$ cat src/hdl/apgq_pkg.sv
// Package for the accumulated pixel gamma quantizer.
// Widths, stage counts, the gamma scale constant and the per-channel flag type.
// No dependencies.
`timescale 1ns / 1ps

package apgq_pkg;

    // Default fraction bits of the incoming Q-format sums
    localparam int SUM_FRAC_BITS_DEF = 16;

    // Field widths
    localparam int SUM_W   = 32;
    localparam int COUNT_W = 16;
    localparam int AVG_W   = 16;    // average fraction bits (1.0 = 2^AVG_W)
    localparam int ROOT_W  = 16;    // square root fraction bits
    localparam int BYTE_W  = 8;
    localparam int PROD_W  = 32;

    // Pipeline depth: prep + one stage per quotient bit, one per root bit, two for scaling
    localparam int DIV_STAGES   = AVG_W + 1;
    localparam int SQRT_STAGES  = ROOT_W;
    localparam int SCALE_STAGES = 2;
    localparam int NUM_STAGES   = DIV_STAGES + SQRT_STAGES + SCALE_STAGES;

    // 255.99 as 65533 / 2^8, applied to a 16-fraction-bit root
    localparam logic [15:0] GAMMA_SCALE = 16'd65533;

    // Per-channel override flags that ride along the pipeline
    typedef struct packed {
        logic neg;   // sum was negative: result forced to 0
        logic sat;   // average reached 1.0: result forced to full scale
    } apgq_flags_t;

endpackage

$ cat src/hdl/apgq_sqrt.sv
// Pipelined bit-by-bit square root for one channel: root = floor(sqrt(avg * 2^16)).
// One root bit per stage, MSB first, remainder kept as value minus root squared.
// Depends on apgq_pkg.
`timescale 1ns / 1ps

module apgq_sqrt (
    input  logic                        clk,
    input  logic                        adv,
    input  logic [apgq_pkg::AVG_W-1:0]  avg,
    input  apgq_pkg::apgq_flags_t       flags_in,
    output logic [apgq_pkg::ROOT_W-1:0] root,
    output apgq_pkg::apgq_flags_t       flags
);

    localparam int ROOT_W = apgq_pkg::ROOT_W;
    localparam int RAD_W  = 2 * ROOT_W;
    localparam int TRY_W  = RAD_W + 2;

    logic [RAD_W-1:0]       rem_reg  [0:ROOT_W-2];
    logic [ROOT_W-1:0]      root_reg [0:ROOT_W-1];
    apgq_pkg::apgq_flags_t  flg_reg  [0:ROOT_W-1];

    for (genvar j = 0; j < ROOT_W; j++)
    begin : g_bit
        localparam int B = ROOT_W - 1 - j;

        logic [RAD_W-1:0]      rem_prev;
        logic [ROOT_W-1:0]     root_prev;
        apgq_pkg::apgq_flags_t flg_prev;
        logic [TRY_W-1:0]      trial;
        logic                  ge;
        logic [ROOT_W-1:0]     root_next;

        // First stage starts from the radicand itself
        if (j == 0)
        begin : g_first
            assign rem_prev  = RAD_W'(avg) << ROOT_W;
            assign root_prev = '0;
            assign flg_prev  = flags_in;
        end
        else
        begin : g_next
            assign rem_prev  = rem_reg[j-1];
            assign root_prev = root_reg[j-1];
            assign flg_prev  = flg_reg[j-1];
        end

        // (root + 2^B)^2 - root^2 = root * 2^(B+1) + 2^(2B)
        always_comb
        begin
            trial        = (TRY_W'(root_prev) << (B + 1)) + (TRY_W'(1) << (2 * B));
            ge           = TRY_W'(rem_prev) >= trial;
            root_next    = root_prev;
            root_next[B] = ge;
        end

        always_ff @(posedge clk)
        begin
            if (adv)
            begin
                root_reg[j] <= root_next;
                flg_reg[j]  <= flg_prev;
            end
        end

        if (j < ROOT_W - 1)
        begin : g_carry
            always_ff @(posedge clk)
            begin
                if (adv)
                begin
                    rem_reg[j] <= ge ? RAD_W'(TRY_W'(rem_prev) - trial) : rem_prev;
                end
            end
        end
    end

    assign root  = root_reg[ROOT_W-1];
    assign flags = flg_reg[ROOT_W-1];

endmodule

$ cat config.mk
export PLATFORM = sky130hd
export DESIGN_NAME = apgq_sqrt
export DESIGN_NICKNAME = d
export VERILOG_FILES = /design/src/hdl/apgq_pkg.sv /design/src/hdl/apgq_sqrt.sv
export SDC_FILE = /design/constraint.sdc
export NUM_CORES = 1
export LEC_CHECK = 0
export BUFFER_PORTS_ARGS = -buffer_cell sky130_fd_sc_hd__buf_2
export CAP_MARGIN = 20
export CORE_UTILIZATION = 49
export CTS_BUF_LIST = sky130_fd_sc_hd__clkbuf_4
export CTS_CLUSTER_DIAMETER = 30
export CTS_CLUSTER_SIZE = 28
export DETAILED_ROUTE_END_ITERATION = 6
export GPL_ROUTABILITY_DRIVEN = 0
export PLACE_DENSITY = 0.67
export SLEW_MARGIN = 10
export SYNTH_ARGS = -nofsm -noshare
export SYNTH_HDL_FRONTEND = slang
export SYNTH_SLANG_ARGS = --single-unit
$ cat constraint.sdc
create_clock -name clk -period 3 [get_ports clk]
set_clock_uncertainty 0.1 [all_clocks]
set_input_delay 0.3 -clock clk [delete_from_list [all_inputs] [get_ports clk]]
set_output_delay 0.3 -clock clk [all_outputs]
set_load 0.05 [all_outputs]
==> results.json <==
{
  "ys_seq_area_share_pct": 60.05,
  "synth-edff-count": 457,
  "htreeDepth": 3,
  "yosys_warnings": 0,
  "cts.sink_count": 457,
  "setup_ws_ps": 96.44,
  "dp_hpwl_um": 29900,
  "fp.dieH_um": 218.0,
  "drc": 0,
  "irDropWorstVdd_mv": 0.4504,
  "r2r-end": "rem_reg[1][61]",
  "crit_chain": "ha_1 > fa_2 > a21o_1 > a211o_1 > a21oi_2 > o311a_1 > buf_4 > nand2b_1 > nor3_1 > xor2_1",
  "async_reset_ff_share_pct": 0,
  "clk_path_buf_depth": 3,
  "tightestPinTransition_ps": 732.1,
  "crit_slowest_cell": "edfxtp_1",
  "portBuffers": 37,
  "wl_per_cell_um": 15.53,
  "max_stage_delay_ps": 420,
  "coreArea_um2": 45670,
  "grt_antenna_before_repair": 1,
  "grt_use_total_pct": 18.13,
  "totalWireLength_um": 42180,
  "cpLargestDelayFamily": "compound AO/OA/AOI/OAI gates",
  "setup_viol": 0,
  "grt_pass1_vias": 14710,
  "syn_area_um2": 22850,
  "clock-root-buffer": "clkbuf_4",
  "cp_max_fo": 4,
  "dp_slack_ps": 55.28,
  "viasPerCell": 5.355,
  "synthDistinctLibCells": 71,
  "largest_register_ffs": 289,
  "slew-limit-headroom_pct": 50.74,
  "post-route-util_pct": 57.07,
  "stdcell_area_um2": 26070,
  "min_period_over_period_pct": 96.79,
  "rrSetupSlack_ps": 100,
  "worstHoldEndpoint": "flg_reg[0][0]",
  "fmax_mhz": 344.4,
  "dr.pass1.iters": 7,
  "synthToLayoutAreaGrowth_pct": 14.05,
  "power.total_mw": 17.21,
  "p_leak_nw": 10.14,
  "grt_max_degree": 73,
  "hp-start": "flags_in[0]",
  "r2r_cells": 10,
  "yosysTopAreaCell": "edfxtp_1",
  "cp.arrival_ps": 3350,
  "dr.first_iter.drc_count": 970,
  "fill_cells": 3714,
  "gr-total-overflow": 0,
  "hold_viol": 0,
  "slew_violations": 0,
  "ant_nets": 0,
  "required_ps": 3440,
  "start_util_pct": 50.04,
  "synth-seq-cells": 457,
  "synth_nets": 2004,
  "dr_total_vias": 14550,
  "p_per_area_nw_per_um2": 660.1,
  "cap_viol_max_count": 0,
  "synth_top_cell_area_share_pct": 60.05,
  "drive_above_1_share_pct": 14.70,
  "synthCells": 1844,
  "critPathKind": "register to register",
  "status": "finished, final reports clean",
  "clkSlewWorstSetupHoldPaths_ps": 110,
  "endpoint_kind": "register",
  "min_path_cells": 2,
  "fp.dieW_um": 218.0,
  "avgSynthCellArea_um2": 12.39,
  "grt_pass1_wl_um": 68810,
  "placed_area_um2": 24120,
  "clock_latency_ps": 830,
  "min_path_type": "input pin to register",
  "cts_tree": "yes",
  "num_rows": 78,
  "cts_buffers": 91,
  "start_kind": "register",
  "r2r_start": "rem_reg[1][14]",
  "crit_start": "rem_reg[1][14]",
  "fin_crit_ps": 2904,
  "die_area_um2": 47510,
  "ys.flop_type": "edfxtp_1",
  "nets": 2199,
  "pin_count": 38,
  "synthTopCellsByArea": "edfxtp_1, ha_1, xnor2_1",
  "critical_path_buf_inv_count": 1
}
[synth_stat cells, types with 11 or more instances]
cell	count
nand2b_1	17
nand4_1	15
o21ai_0	104
a211oi_1	14
o211ai_1	11
nand3_1	29
nor4_1	33
a21o_1	38
a21oi_1	99
nor3_1	45
mux2_2	29
o21a_1	17
nand2_1	141
clkbuf_1	19
xor2_1	82
xnor2_1	84
nor2_1	113
ha_1	133
edfxtp_1	457
or3_1	18
nor2b_1	24
inv_1	170
[timing repair]
item	CTS	global route
endpoints found under the hold margin	76	0
hold buffers	34	0
resized for setup	0	22
setup buffers	0	5
setup endpoints to repair	0	98
[area by class of cell]
type	instances	area (µm²)	share of cell area, %
clock buffer	101	758.2	2.909
sequential	457	13720	52.65
tap	600	750.7	2.880
multi-input combinational	1191	8458	32.45
inverter	171	641.9	2.462
timing repair buffer	127	1013	3.888
clock inverter	68	718.2	2.755
antenna	1	2.502	0.009600
[where the power goes]
group          total, mW  switching [mW]  leakage [nW]  internal [mW]
combinational       3.16            1.75          5.06           1.42
clock               5.40            2.58         0.795           2.82
sequential          8.65           0.581          4.28           8.06
total               17.2            4.91          10.1           12.3
[layer usage]
layer | global-route usage [%] | wire length [µm]
met1 | 20.90 | 17580
met2 | 32.53 | 21500
met3 | 3.291 | 1859
met4 | 8.322 | 1241
met5 | 0 | 0
[worst register-to-register path, delay by kind of cell, from the launching register on]
kind                       cells  cell delay (ps)
AOI/OAI and AO/OA              4              890
xor gates and xnor gates       1              150
adders and majority gates      2              680
buffers and inverters          1              130
DFF                            1              420
and+or+nand+nor                2              240
[cells by family (layout without fill, tap and decap cells)]
| family | count (synthesis) | after routing | synth area share, % |
|---|---|---|---|
| flip-flops | 457 | 457 | 60.05 |
| AND/OR/NAND/NOR | 498 | 498 | 11.09 |
| multiplexers | 37 | 37 | 1.779 |
| AO/OA/AOI/OAI | 350 | 350 | 9.531 |
| adder cells (fa/ha/maj) | 140 | 140 | 7.894 |
| XOR/XNOR | 166 | 166 | 6.362 |
| buffers and inverters | 196 | 467 | 3.301 |
| other | 0 | 1 | 0 |
[worst max path at each step]
stage | endpoint | slack (ps) | cells past startpoint
floorplan | rem_reg[1][63] | 1 | 10
global placement | rem_reg[1][126] | 130 | 10
detailed placement | rem_reg[1][126] | 60 | 10
CTS | rem_reg[1][126] | 8 | 10
global route | rem_reg[1][56] | -20 | 10
finish | rem_reg[1][61] | 100 | 10
[stage by stage]
stage	hold WS (ps)	setup TNS [ps]	instances
2_1_floorplan	298.9	0	1844
3_3_place_gp	300.9	0	2507
3_5_place_dp	304.5	0	2507
4_1_cts	2.529	0	2710
5_1_grt	48.71	-141.3	2716
6_report	104.2	0	2716
[cells in the final DEF (no fill, tap or decap), drive strengths merged, types with 17 or more instances in the layout]
cell type	n
nor4	35
inv	183
ha	133
a21o	38
nor2	113
nand2b	17
edfxtp	457
o21ai	105
clkinv	35
or3	20
mux2	29
xnor2	84
nor3	45
nand3	29
nor2b	24
clkbuf	101
xor2	82
o21a	17
a21oi	99
buf	93
nand2	141
dlygate4sd3	34
Power figures use the tool's default switching activity.
