--- config.mk ---
export PLATFORM = sky130hd
export DESIGN_NAME = apgq_scale
export DESIGN_NICKNAME = d
export VERILOG_FILES = /design/src/hdl/apgq_pkg.sv /design/src/hdl/apgq_scale.sv
export SDC_FILE = /design/constraint.sdc
export NUM_CORES = 1
export LEC_CHECK = 0
export BUFFER_PORTS_ARGS = -buffer_cell sky130_fd_sc_hd__buf_2
export CAP_MARGIN = 20
export CELL_PAD_IN_SITES_DETAIL_PLACEMENT = 1
export CELL_PAD_IN_SITES_GLOBAL_PLACEMENT = 1
export CORE_MARGIN = 4
export CORE_UTILIZATION = 52
export CTS_BUF_LIST = sky130_fd_sc_hd__clkbuf_2 sky130_fd_sc_hd__clkbuf_4 sky130_fd_sc_hd__clkbuf_8
export CTS_CLUSTER_SIZE = 25
export DETAILED_ROUTE_END_ITERATION = 8
export PLACE_DENSITY = 0.87
export SLEW_MARGIN = 0
export SYNTH_ARGS = -nofsm -noshare
export SYNTH_HDL_FRONTEND = slang
export SYNTH_SLANG_ARGS = --single-unit
--- constraint.sdc ---
create_clock -name clk -period 6.4 [get_ports clk]
set_input_delay 0.32 -clock clk [delete_from_list [all_inputs] [get_ports clk]]
set_output_delay 0.32 -clock clk [all_outputs]
set_load 0.02 [all_outputs]
--- src/hdl/apgq_pkg.sv ---
// Package for the accumulated pixel gamma quantizer.
// Widths, stage counts, the gamma scale constant and the per-channel flag type.
// No dependencies.
`timescale 1ns / 1ps

package apgq_pkg;

    // Default fraction bits of the incoming Q-format sums
    localparam int SUM_FRAC_BITS_DEF = 16;

    // Field widths
    localparam int SUM_W   = 32;
    localparam int COUNT_W = 16;
    localparam int AVG_W   = 16;    // average fraction bits (1.0 = 2^AVG_W)
    localparam int ROOT_W  = 16;    // square root fraction bits
    localparam int BYTE_W  = 8;
    localparam int PROD_W  = 32;

    // Pipeline depth: prep + one stage per quotient bit, one per root bit, two for scaling
    localparam int DIV_STAGES   = AVG_W + 1;
    localparam int SQRT_STAGES  = ROOT_W;
    localparam int SCALE_STAGES = 2;
    localparam int NUM_STAGES   = DIV_STAGES + SQRT_STAGES + SCALE_STAGES;

    // 255.99 as 65533 / 2^8, applied to a 16-fraction-bit root
    localparam logic [15:0] GAMMA_SCALE = 16'd65533;

    // Per-channel override flags that ride along the pipeline
    typedef struct packed {
        logic neg;   // sum was negative: result forced to 0
        logic sat;   // average reached 1.0: result forced to full scale
    } apgq_flags_t;

endpackage

--- src/hdl/apgq_scale.sv ---
// Output scaling for one channel: byte = floor(root * 65533 / 2^24), with overrides.
// Multiply stage, then byte select / force stage.
// Depends on apgq_pkg.
`timescale 1ns / 1ps

module apgq_scale (
    input  logic                        clk,
    input  logic                        adv,
    input  logic [apgq_pkg::ROOT_W-1:0] root,
    input  apgq_pkg::apgq_flags_t       flags_in,
    output logic [apgq_pkg::BYTE_W-1:0] chan_byte
);

    localparam int PROD_W = apgq_pkg::PROD_W;
    localparam int BYTE_W = apgq_pkg::BYTE_W;

    logic [PROD_W-1:0]     prod_reg;
    apgq_pkg::apgq_flags_t flg_reg;
    logic [BYTE_W-1:0]     chan_byte_reg;
    logic [BYTE_W-1:0]     chan_byte_next;

    // Stage 1: constant multiply
    always_ff @(posedge clk)
    begin
        if (adv)
        begin
            prod_reg <= PROD_W'(root) * PROD_W'(apgq_pkg::GAMMA_SCALE);
            flg_reg  <= flags_in;
        end
    end

    // Stage 2: take top byte; negative wins over saturation
    always_comb
    begin
        if (flg_reg.neg)
            chan_byte_next = '0;
        else if (flg_reg.sat)
            chan_byte_next = '1;
        else
            chan_byte_next = prod_reg[PROD_W-1 -: BYTE_W];
    end

    always_ff @(posedge clk)
    begin
        if (adv)
        begin
            chan_byte_reg <= chan_byte_next;
        end
    end

    assign chan_byte = chan_byte_reg;

endmodule

==> metrics.md, run 1 <==
| Metric | Value |
|---|---|
| Top Ports | `28` |
| Min Tclk post-route | `between 5000 and 6000 ps` |
| Count of pins over their slew limit | `0` |
| Hold Path Stages | `1` |
| CTS H-tree lvls | `1` |
| Unrepaired setup endpoints after global routing | `no` |
| Worst-path clk slew | `roughly 70 ps` |
| Most frequent CP cell | `fa_1` |
| Die Area | `about 13000 sq um` |
| Synth cell types | `42` |
| Die Wd | `roughly 120 microns` |
| Setup TNS | `0 ps` |
| Post-Syn Area per Cell | `just over 10 sq um` |
| Worst Max-Slew Pin Slew | `545 ps` |
| Total global routing track utilization | `0.276` |
| Worst setup SP type | `primary input` |
| First-pass GRT wire length | `around 28000 microns` |
| Core box area | `between 10000 and 15000 sq um` |
| Hold Startpoint | `flags_in[1]` |
| Share of layout cells above drive strength 1 | `0.0637` |
| Layout fillers | `~1300` |
| Post-CTS setup buffer count | `0` |
| Yosys Warn Count | `0` |
| Resize count post-CTS | `0` |
| CP Capture Type | `flop` |
| MaxCap Viol Count | `0` |
| Vias | `4339` |
| Nets | `886` |
| Min-Delay Path Class | `in2reg` |
| Core Rows | `39` |
| Synthesized net count | `around 860` |
| Cells on worst reg2reg path | `2` |
| CP cell instances | `buf_2 -> fa_1 -> fa_1 -> inv_1 -> fa_1 -> inv_1 -> fa_1 -> fa_1 -> inv_1 -> fa_1 -> inv_1 -> ha_1 -> a21oi_1 -> o2111ai_1 -> a41oi_1 -> nor3_1 -> nor4_1 -> nor3_1` |
| Commonest non-fill, non-tap cells in the layout | `inv_1 (187), fa_1 (129), ha_1 (107), nor2_1 (32), buf_2 (27)` |
| CP required | `around 6400 ps` |
| Gpl congestion | `0.953` |
| Via-per-instance ratio | `~5.6` |
| Seq cells post-synth | `18` |
| Num CTS Buffers | `3` |
| Detailed placement HPWL | `about 16000 microns` |
| P&R area growth vs syn | `5.78%` |
| Vias in the first global route | `5416` |
| Hold Buf Count CTS | `0` |
| Largest net degree at the start of global routing | `19` |
| Sequential area share after synthesis | `0.0889` |
| Max Clk Rate | `172 MHz` |
| WHS Endpoint | `flg_reg[1]` |
| Post-detailed-route DRC marker count | `0` |
| CP peak stage delay | `roughly 630 ps` |
| Syn Inst Count | `600` |
| N_diodes | `0` |
| Detailed Route WL | `16800 microns` |
| Critical R2R Capture | `chan_byte[1]` |
| Worst EP arrival | `about 5800 ps` |
| Routed length per instance | `21.8 microns` |
| Sink Count | `18` |
| Skew-Pair Late Insertion Delay | `approximately 250 ps` |
| Detail Route Antenna Nets | `0` |
| DR iter-0 viols | `around 210` |
| Critical path class | `in2reg` |
| FF-to-FF Start | `flg_reg[0]` |
| Cell Area, Synth | `6080 sq um` |
| Period utilization | `0.909` |
| Hold Fails Final Rpt | `0` |
| TritonCTS clock tree | `done` |
| PortBufs | `27` |
| Clock skew | `between 3 and 4 ps` |
| Slowest cell on the critical path | `fa_1` |
| Rel. slew slack | `0.634` |
| Most common cell after layout, fill and taps aside | `inv_1` |
| CTS Root Buffer Type | `clkbuf_8` |
| Die Ht | `between 100 and 150 microns` |
| Clock Tree Buf Depth | `2` |
| Initial antenna violation count | `0` |
| Status | `complete, no violations` |
| Worst-path fanout max | `6` |
| Setup violations, final | `0` |
| Hold slack final | `approximately 240 ps` |
| Reg2reg setup slack | `5390 ps` |
| Starting Density | `0.533` |
| Global route overflow | `0` |
| Length of the first detailed-routing pass in iterations | `4` |
per-stage QoR:
stage | setup WS, ps | instances | instance area [sq um] | util
final | 583 | 771 | 6430 | 0.563
after global routing | 267 | 771 | 6430 | 0.563
after CTS | 594 | 771 | 6430 | 0.563
after detailed placement | 336 | 768 | 6390 | 0.560
after global placement | 498 | 768 | 6390 | 0.560
after floorplan | 1120 | 600 | 6080 | -
worst max path at each step:
stage                  from            to  slack (ps)  cells after the start
global placement    root[5]  prod_reg[31]         500                     18
floorplan           root[5]  prod_reg[28]        1120                     17
CTS                 root[5]  prod_reg[31]         590                     18
finish              root[6]  prod_reg[31]         580                     18
global route        root[4]  prod_reg[31]         270                     18
detailed placement  root[5]  prod_reg[31]         340                     18
worst max-delay path, delay by kind of cell:
kind	cells	cell delay (ps)
AO/OA/AOI/OAI	3	900
buffers and inverters	5	430
AND/OR/NAND/NOR	3	480
adder cells (fa/ha/maj)	7	3690
cells by family (layout without fill, tap and decap cells):
kind of cell / count (synthesis) / in the layout / synth area share
muxes: 1 / 1 / 0.00185
xor gates and xnor gates: 11 / 11 / 0.0158
and+or+nand+nor: 82 / 82 / 0.0644
DFF: 18 / 18 / 0.0889
buffers and inverters: 190 / 218 / 0.117
AOI/OAI and AO/OA: 62 / 62 / 0.0671
adders and majority gates: 236 / 236 / 0.645
per-layer routing:
| layer | track usage | vias up | routed length, microns |
|---|---|---|---|
| li1 | - | 1918 | - |
| met1 | 0.288 | 2231 | 5680 |
| met2 | 0.547 | 137 | 9590 |
| met3 | 0.0363 | 53 | 691 |
| met4 | 0.114 | 0 | 862 |
| met5 | 0 | - | 0 |
Yosys cell counts (all sizes together):
master     n  share of area
and4b      1         0.0019
a31oi      3         0.0041
ha       107           0.22
a21o       7         0.0086
xor2       2         0.0029
fa       129           0.42
inv      187           0.12
nand3      6         0.0049
or4        1         0.0012
or2        2         0.0021
clkbuf     3         0.0019
and4       1         0.0016
a21oi     24          0.020
a211o      2         0.0029
edfxtp    18          0.089
o32ai      1         0.0014
o31ai      2         0.0025
o21a       3         0.0037
a41oi      1         0.0014
nor4       1         0.0010
nor3       9         0.0074
nor2b      1         0.0010
o2111ai    1         0.0014
nand4      5         0.0051
nor2      32          0.020
and3       2         0.0029
mux2       1         0.0019
o21bai     2         0.0025
xnor2      9          0.013
o211ai     3         0.0037
a221o      1         0.0016
nand2     16          0.010
a41o       1         0.0016
nand2b     3         0.0031
and2       2         0.0021
a311oi     2         0.0039
o21ai      8         0.0066
a21boi     1         0.0012
area by class of cell:
class	instances	area, sq um	share of cell area
well taps	143	179	0.0278
multi-input cells	392	4830	0.750
flip-flops and latches	18	541	0.0840
inverters	187	702	0.109
repair buffers	28	143	0.0222
clock buffers	3	41.3	0.00642
Power of run 1 is left out: the tool's default activity adds up to more than one toggle a clock period on the data nets, which glitch-free logic cannot reach.
==> run 2, diff against run 1 <==
--- a/config.mk
+++ b/config.mk
@@ -5,12 +5,13 @@
 export SDC_FILE = /design/constraint.sdc
 export NUM_CORES = 1
 export LEC_CHECK = 0
+export ABC_AREA = 1
 export BUFFER_PORTS_ARGS = -buffer_cell sky130_fd_sc_hd__buf_2
 export CAP_MARGIN = 20
 export CELL_PAD_IN_SITES_DETAIL_PLACEMENT = 1
 export CELL_PAD_IN_SITES_GLOBAL_PLACEMENT = 1
 export CORE_MARGIN = 4
-export CORE_UTILIZATION = 52
+export CORE_UTILIZATION = 51
 export CTS_BUF_LIST = sky130_fd_sc_hd__clkbuf_2 sky130_fd_sc_hd__clkbuf_4 sky130_fd_sc_hd__clkbuf_8
 export CTS_CLUSTER_SIZE = 25
 export DETAILED_ROUTE_END_ITERATION = 8
==> run 2 against run 1 <==
  * Fmax up 11%
  * Critical path depth grew 2
  * Synthesized cell count up 22%
  * First-iteration DRC count down 25%
  * Global-route usage shrank 2.1 points
  * Utilization down 0.13 points
==> metrics.md, run 2 <==
| Metric | Value |
|---|---|
| Status | `complete, no violations (unchanged)` |
| Seq cells post-synth | `18 (unchanged)` |
| Post-Synth XOR/XNOR Area | `0.00946 (was 0.0158)` |
| Sequential area share after synthesis | `0.0834 (was 0.0889)` |
| Most frequent cell after synthesis | `inv_1 (unchanged)` |
| Unrepaired setup endpoints after global routing | `no (unchanged)` |
| Rel. slew slack | `0.722 (was 0.634)` |
| Top Ports | `28 (unchanged)` |
| Length of the first detailed-routing pass in iterations | `4 (unchanged)` |
| Die Ht | `121 microns (was 116 microns)` |
| Register area | `541 sq um (unchanged)` |
| Area contributors post-synth | `fa_1 (40%), ha_1 (21%), inv_1 (13%), edfxtp_1 (8.3%), nand2_1 (6.3%) (was fa_1 (42%), ha_1 (22%), inv_1 (12%), edfxtp_1 (8.9%), a21oi_1 (2.0%))` |
| EDFF count, synth | `18 (unchanged)` |
| Post-route cell area | `6870 sq um (was 6430 sq um)` |
| Yosys top cell area share | `0.398 (was 0.425)` |
| N_diodes | `0 (unchanged)` |
| Yosys Warn Count | `0 (unchanged)` |
| Most common cell after layout, fill and taps aside | `inv_1 (unchanged)` |
| PortBufs | `27 (unchanged)` |
| CP Capture Type | `flop (unchanged)` |
| Worst-path fanout max | `6 (unchanged)` |
| Area after DPL | `6820 sq um (was 6390 sq um)` |
| Worst EP arrival | `5260 ps (was 5810 ps)` |
| Cell Area, Synth | `6480 sq um (was 6080 sq um)` |
| Critical path class | `in2reg (unchanged)` |
| Via-per-instance ratio | `5.10 (was 5.63)` |
| Hold Fails Final Rpt | `0 (unchanged)` |
| Routed length per instance | `18.1 microns (was 21.8 microns)` |
| CP required | `6420 ps (was 6390 ps)` |
| P&R area growth vs syn | `5.91% (was 5.78%)` |
| Syn Inst Count | `731 (was 600)` |
| Synth Area in Adders | `0.605 (was 0.645)` |
| Num CTS Buffers | `3 (unchanged)` |
| Clock Tree Buf Depth | `2 (unchanged)` |
| Initial antenna violation count | `0 (unchanged)` |
| Worst setup SP type | `primary input (unchanged)` |
| Post-Syn Area per Cell | `8.87 sq um (was 10.1 sq um)` |
| Post-CTS setup buffer count | `0 (unchanged)` |
| Setup violations, final | `0 (unchanged)` |
| First-pass GRT wire length | `28500 microns (was 27600 microns)` |
| Leading area contributor after synthesis | `fa_1 (unchanged)` |
| Main flop type after synthesis | `edfxtp_1 (unchanged)` |
| Proportion of synthesized area in mux cells | `0 (was 0.00185)` |
| Total global routing track utilization | `0.254 (was 0.276)` |
| Multi-input gate area | `5080 sq um (was 4830 sq um)` |
| Min Tclk post-route | `5250 ps (was 5820 ps)` |
| Detailed Route WL | `16800 microns (about the same)` |
| Period utilization | `0.820 (was 0.909)` |
| Hold slack final | `234 ps (was 245 ps)` |
| Count of pins over their slew limit | `0 (unchanged)` |
| Max Clk Rate | `191 MHz (was 172 MHz)` |
| Share of layout cells above drive strength 1 | `0.0658 (was 0.0637)` |
| Hold Buf Count CTS | `0 (unchanged)` |
| Synth cell types | `30 (was 42)` |
| Largest net degree at the start of global routing | `19 (unchanged)` |
| Setup TNS | `0 ps (unchanged)` |
| Detail Route Antenna Nets | `0 (unchanged)` |
| Resize count post-CTS | `0 (unchanged)` |
| Worst-path clk slew | `70 ps (about the same)` |
| Worst Max-Slew Pin Slew | `418 ps (was 545 ps)` |
| Vias in the first global route | `5658 (was 5416)` |
| Commonest non-fill, non-tap cells in the layout | `inv_1 (223), fa_1 (129), nand2_1 (109), ha_1 (107), nor2_1 (51) (was inv_1 (187), fa_1 (129), ha_1 (107), nor2_1 (32), buf_2 (27))` |
| Clock skew | `2.97 ps (was 3.75 ps)` |
| Met1 wire length | `6920 microns (was 5680 microns)` |
| TritonCTS clock tree | `done (unchanged)` |
| Post-detailed-route DRC marker count | `0 (unchanged)` |
| Routed met2 length | `9110 microns (was 9590 microns)` |
| Post-synthesis compound-gate area fraction | `0.0367 (was 0.0671)` |
| DR iter-0 viols | `158 (was 212)` |
| Detailed placement HPWL | `15600 microns (about the same)` |
| Routed length on met3 | `428 microns (was 691 microns)` |
| Global route overflow | `0 (unchanged)` |
| Min-Delay Path Class | `in2reg (unchanged)` |
| Die Area | `14600 sq um (was 13500 sq um)` |
| Final Util | `0.562 (was 0.563)` |
| Nets | `1017 (was 886)` |
| Core Rows | `40 (was 39)` |
| Skew-Pair Late Insertion Delay | `260 ps (was 250 ps)` |
| Die Wd | `121 microns (was 116 microns)` |
| Sink Count | `18 (unchanged)` |
| CTS H-tree lvls | `1 (unchanged)` |
| Synthesized net count | `987 (was 856)` |
| Synth cell count leaders | `inv_1 (223), fa_1 (129), nand2_1 (109) (was inv_1 (187), fa_1 (129), ha_1 (107))` |
| Core box area | `12200 sq um (was 11400 sq um)` |
| Top routing layer in use | `met4 (unchanged)` |
| Largest family of logic cells by synthesized area | `adder cells (unchanged)` |
| Starting Density | `0.531 (was 0.533)` |
| Asr flop ratio synth | `0 (unchanged)` |
| CTS Root Buffer Type | `clkbuf_8 (unchanged)` |
| Post-synthesis simple-gate area fraction | `0.133 (was 0.0644)` |
| Gpl congestion | `0.943 (was 0.953)` |
| Vias | `4732 (was 4339)` |
| MaxCap Viol Count | `0 (unchanged)` |
| Layout fillers | `1529 (was 1301)` |
[run 2: changes by cell type after synthesis, moves of 5 or more]
| cell | before | now |
|---|---|---|
| xnor2_1 | 9 | 4 |
| inv_1 | 187 | 223 |
| nand3_1 | 6 | 15 |
| nor2_1 | 32 | 51 |
| nor3_1 | 9 | 0 |
| nand2_2 | 1 | 8 |
| nand2_1 | 15 | 109 |
[run 2: worst max-delay path, stage by stage]
cell and delay, ps:
buf_2 160, fa_1 620, fa_1 570, inv_1 70, fa_1 530, inv_1 60
fa_1 520, fa_1 550, inv_1 60, fa_1 530, inv_1 40, ha_1 330
a21oi_1 220, o21ai_0 110, nand2_1 70, nand2_1 90, a21oi_1 230, nand2_1 80
nand2_1 60, nand2_1 50
[run 2: cell type report]
class	count	share of cell area
multi-input combinational	484	0.740
inverter	227	0.124
sequential	18	0.0787
tap	168	0.0306
timing repair buffer	27	0.0197
clock buffer	3	0.00601
clock inverter	1	0.000547
[run 2: per-stage QoR]
stage / cells / setup slack (ps)
after global routing: 928 / 863
after CTS: 928 / 1100
after floorplan: 731 / 1530
after global placement: 924 / 913
after detailed placement: 924 / 830
final: 928 / 1150
[run 2: kinds of logic after synthesis]
logic type                 Yosys count
AOI/OAI and AO/OA                   43
adders and majority gates          236
buffers and inverters              229
and+or+nand+nor                    198
DFF                                 18
xor gates and xnor gates             7
[run 2: path summary, 6_finish.rpt]
check | from | endpoint | slack, ps | cells past startpoint
max | root[4] | prod_reg[29] | 1150 | 20
min | flags_in[0] | flg_reg[0] | 230 | 1
max reg2reg | flg_reg[0] | chan_byte[6] | 5330 | 2
min reg2reg | prod_reg[31] | chan_byte[7] | 550 | 2
[run 2: metal layers]
layer  up-vias  GRT usage
li1       2224          -
met1      2419      0.311
met2        67      0.488
met3        22     0.0267
met4         0     0.0439
met5         -          0
Power of run 2 is left out for the same reason.
==> run 3, diff against run 2 <==
--- a/config.mk
+++ b/config.mk
@@ -5,13 +5,13 @@
 export SDC_FILE = /design/constraint.sdc
 export NUM_CORES = 1
 export LEC_CHECK = 0
-export ABC_AREA = 1
+export ABC_AREA = 0
 export BUFFER_PORTS_ARGS = -buffer_cell sky130_fd_sc_hd__buf_2
 export CAP_MARGIN = 20
 export CELL_PAD_IN_SITES_DETAIL_PLACEMENT = 1
 export CELL_PAD_IN_SITES_GLOBAL_PLACEMENT = 1
 export CORE_MARGIN = 4
-export CORE_UTILIZATION = 51
+export CORE_UTILIZATION = 52
 export CTS_BUF_LIST = sky130_fd_sc_hd__clkbuf_2 sky130_fd_sc_hd__clkbuf_4 sky130_fd_sc_hd__clkbuf_8
 export CTS_CLUSTER_SIZE = 25
 export DETAILED_ROUTE_END_ITERATION = 8
==> constraint.sdc (replaced) <==
create_clock -name clk -period 5.4 [get_ports clk]
set_input_delay 0.27 -clock clk [delete_from_list [all_inputs] [get_ports clk]]
set_output_delay 0.27 -clock clk [all_outputs]
set_load 0.02 [all_outputs]
==> run 3 against run 2 <==
  * The flow now finishes with violations (negative setup slack)
  * Non-clock buffer count rose by 89
  * Clock skew fell by 2.4 ps
  * Critical path depth fell by 3
  * Count of clock-buffer cells in the layout did not move
  * First-iteration DRC count rose to 2.9 times the previous value
  * Worst hold slack got worse by 45 ps
  * Sequential share of layout area fell by 0.64 points
  * Cell count fell by 7.4%
  * Wire length rose by 59%
  * Critical path type unchanged
==> metrics.md, run 3 (synthesis results as in run 1) <==
| Metric | Value |
|---|---|
| Clock skew | `0.576 ps (was 2.97 ps)` |
| Core box area | `11400 sq um (was 12200 sq um)` |
| Die Area | `13500 sq um (was 14600 sq um)` |
| Post-route cell area | `7470 sq um (was 6870 sq um)` |
| Detailed Route WL | `26700 microns (was 16800 microns)` |
| Commonest non-fill, non-tap cells in the layout | `inv_1 (171), fa_1 (114), ha_1 (97), buf_4 (89), nor2_1 (31) (was inv_1 (223), fa_1 (129), nand2_1 (109), ha_1 (107), nor2_1 (51))` |
| CTS Root Buffer Type | `clkbuf_8 (unchanged)` |
| Status | `complete, but fails checks (was complete, no violations)` |
| Period utilization | `1.07` |
| CP required | `5400 ps (was 6420 ps)` |
| CP cell instances | `buf_12 -> fa_2 -> buf_6 -> fa_1 -> fa_2 -> fa_1 -> fa_1 -> inv_2 -> fa_2 -> inv_2 -> ha_4 -> nand4_1 -> buf_4 -> buf_4 -> o31ai_1 -> a21oi_1 -> xnor2_1 (was buf_2 -> fa_1 -> fa_1 -> inv_1 -> fa_1 -> inv_1 -> fa_1 -> fa_1 -> inv_1 -> fa_1 -> inv_1 -> ha_1 -> a21oi_1 -> o21ai_0 -> nand2_1 -> nand2_1 -> a21oi_1 -> nand2_1 -> nand2_1 -> nand2_1)` |
| Worst-path clk slew | `70 ps (about the same)` |
| N_diodes | `0 (unchanged)` |
| Rel. slew slack | `0.606 (was 0.722)` |
| Sink Count | `18 (unchanged)` |
| Count of pins over their slew limit | `0 (unchanged)` |
| Worst EP arrival | `5760 ps (was 5260 ps)` |
| Area after DPL | `6980 sq um (was 6820 sq um)` |
| Top Ports | `28 (unchanged)` |
| Largest net degree at the start of global routing | `19 (unchanged)` |
| TritonCTS clock tree | `done (unchanged)` |
| Gpl congestion | `0.972 (was 0.943)` |
| Global route overflow | `0 (unchanged)` |
| Hold slack final | `189 ps (was 234 ps)` |
| Share of layout cells above drive strength 1 | `0.278 (was 0.0658)` |
| Setup ws final | `-359 ps (was 1150 ps)` |
| Worst-path fanout max | `4 (was 6)` |
| Clock Tree Buf Depth | `2 (unchanged)` |
| Via-per-instance ratio | `6.29 (was 5.10)` |
| Routed length per instance | `31.1 microns (was 18.1 microns)` |
| Detail Route Antenna Nets | `0 (unchanged)` |
| Starting Density | `0.533 (was 0.531)` |
| Slowest cell on the critical path | `fa_2 (was fa_1)` |
| PortBufs | `27 (unchanged)` |
| Failing checks | `negative setup slack` |
| Vias in the first global route | `6150 (was 5658)` |
| Critical path class | `in2reg (unchanged)` |
| CP peak stage delay | `730 ps (was 620 ps)` |
| Detailed placement HPWL | `17900 microns (was 15600 microns)` |
| Min-Delay Path Class | `in2reg (unchanged)` |
| Hold Fails Final Rpt | `0 (unchanged)` |
| First-pass GRT wire length | `33700 microns (was 28500 microns)` |
| Nets | `974 (was 1017)` |
| Length of the first detailed-routing pass in iterations | `5 (was 4)` |
| Initial antenna violation count | `0 (unchanged)` |
| Total global routing track utilization | `0.340 (was 0.254)` |
| CP Capture Type | `flop (unchanged)` |
| Die Wd | `116 microns (was 121 microns)` |
| Worst Max-Slew Pin Slew | `589 ps (was 418 ps)` |
| CTS H-tree lvls | `1 (unchanged)` |
| MaxCap Viol Count | `0 (unchanged)` |
| Die Ht | `116 microns (was 121 microns)` |
| Skew-Pair Late Insertion Delay | `250 ps (was 260 ps)` |
| Setup violations, final | `8 (was 0)` |
| Min Tclk post-route | `5760 ps` |
| P&R area growth vs syn | `22.9% (was 5.91%)` |
| Unrepaired setup endpoints after global routing | `yes (was no)` |
| Core Rows | `39 (was 40)` |
| Worst setup SP type | `primary input (unchanged)` |
| Max Clk Rate | `174 MHz` |
| DR iter-0 viols | `453 (was 158)` |
| Num CTS Buffers | `3 (unchanged)` |
| Post-detailed-route DRC marker count | `0 (unchanged)` |
| Most common cell after layout, fill and taps aside | `inv_1 (unchanged)` |
| Vias | `5407 (was 4732)` |
| Hold Buf Count CTS | `0 (unchanged)` |
| Post-Place Worst Slack | `-452 ps (was 830 ps)` |
-- run 3: worst paths after layout --
path / startpoint / endpoint / slack, ps / depth (start not counted)
worst max-delay path: root[8] / prod_reg[26] / -360 / 17
worst min-delay path: flags_in[0] / flg_reg[0] / 190 / 1
worst max register to register: flg_reg[0] / chan_byte[2] / 4320 / 2
worst min register to register: prod_reg[31] / chan_byte[7] / 580 / 2
-- run 3: final cells by class --
class	instances	area, sq um
fillers	1233	3950
inverters	187	702
clock buffers	3	41.3
well taps	143	179
multi-input cells	392	5160
flip-flops and latches	18	541
repair buffers	116	846
-- run 3: stage by stage --
step	setup TNS (ps)	util	cells
finish	-2050	0.655	859
global route	-2850	0.655	859
CTS	0	0.633	853
detailed placement	-2770	0.611	846
global placement	-621	0.611	846
floorplan	0	-	600
-- run 3: per-layer routing --
layer / up-vias / part of all wire / routed length, microns / global-route usage
met5: - / 0 / 0 / 0
li1: 2098 / - / - / -
met3: 201 / 0.084 / 2240 / 0.0487
met4: 0 / 0.10 / 2770 / 0.208
met1: 2715 / 0.32 / 8490 / 0.357
met2: 393 / 0.49 / 13200 / 0.637
-- run 3: critical path, delay by kind of cell --
| family | cells | cell delay, ps |
|---|---|---|
| compound gates | 2 | 600 |
| xor+xnor | 1 | 160 |
| fa+ha+maj | 7 | 3670 |
| buf+inv | 6 | 800 |
| simple gates | 1 | 240 |
-- run 3: repair_timing --
action                                  in CTS  in global routing
cloned                                       0                  0
pin swaps                                   24                 45
resized for setup                           36                 64
buffers inserted                             4                  6
endpoints found under the setup margin       7                  8
Power of run 3 is left out for the same reason.
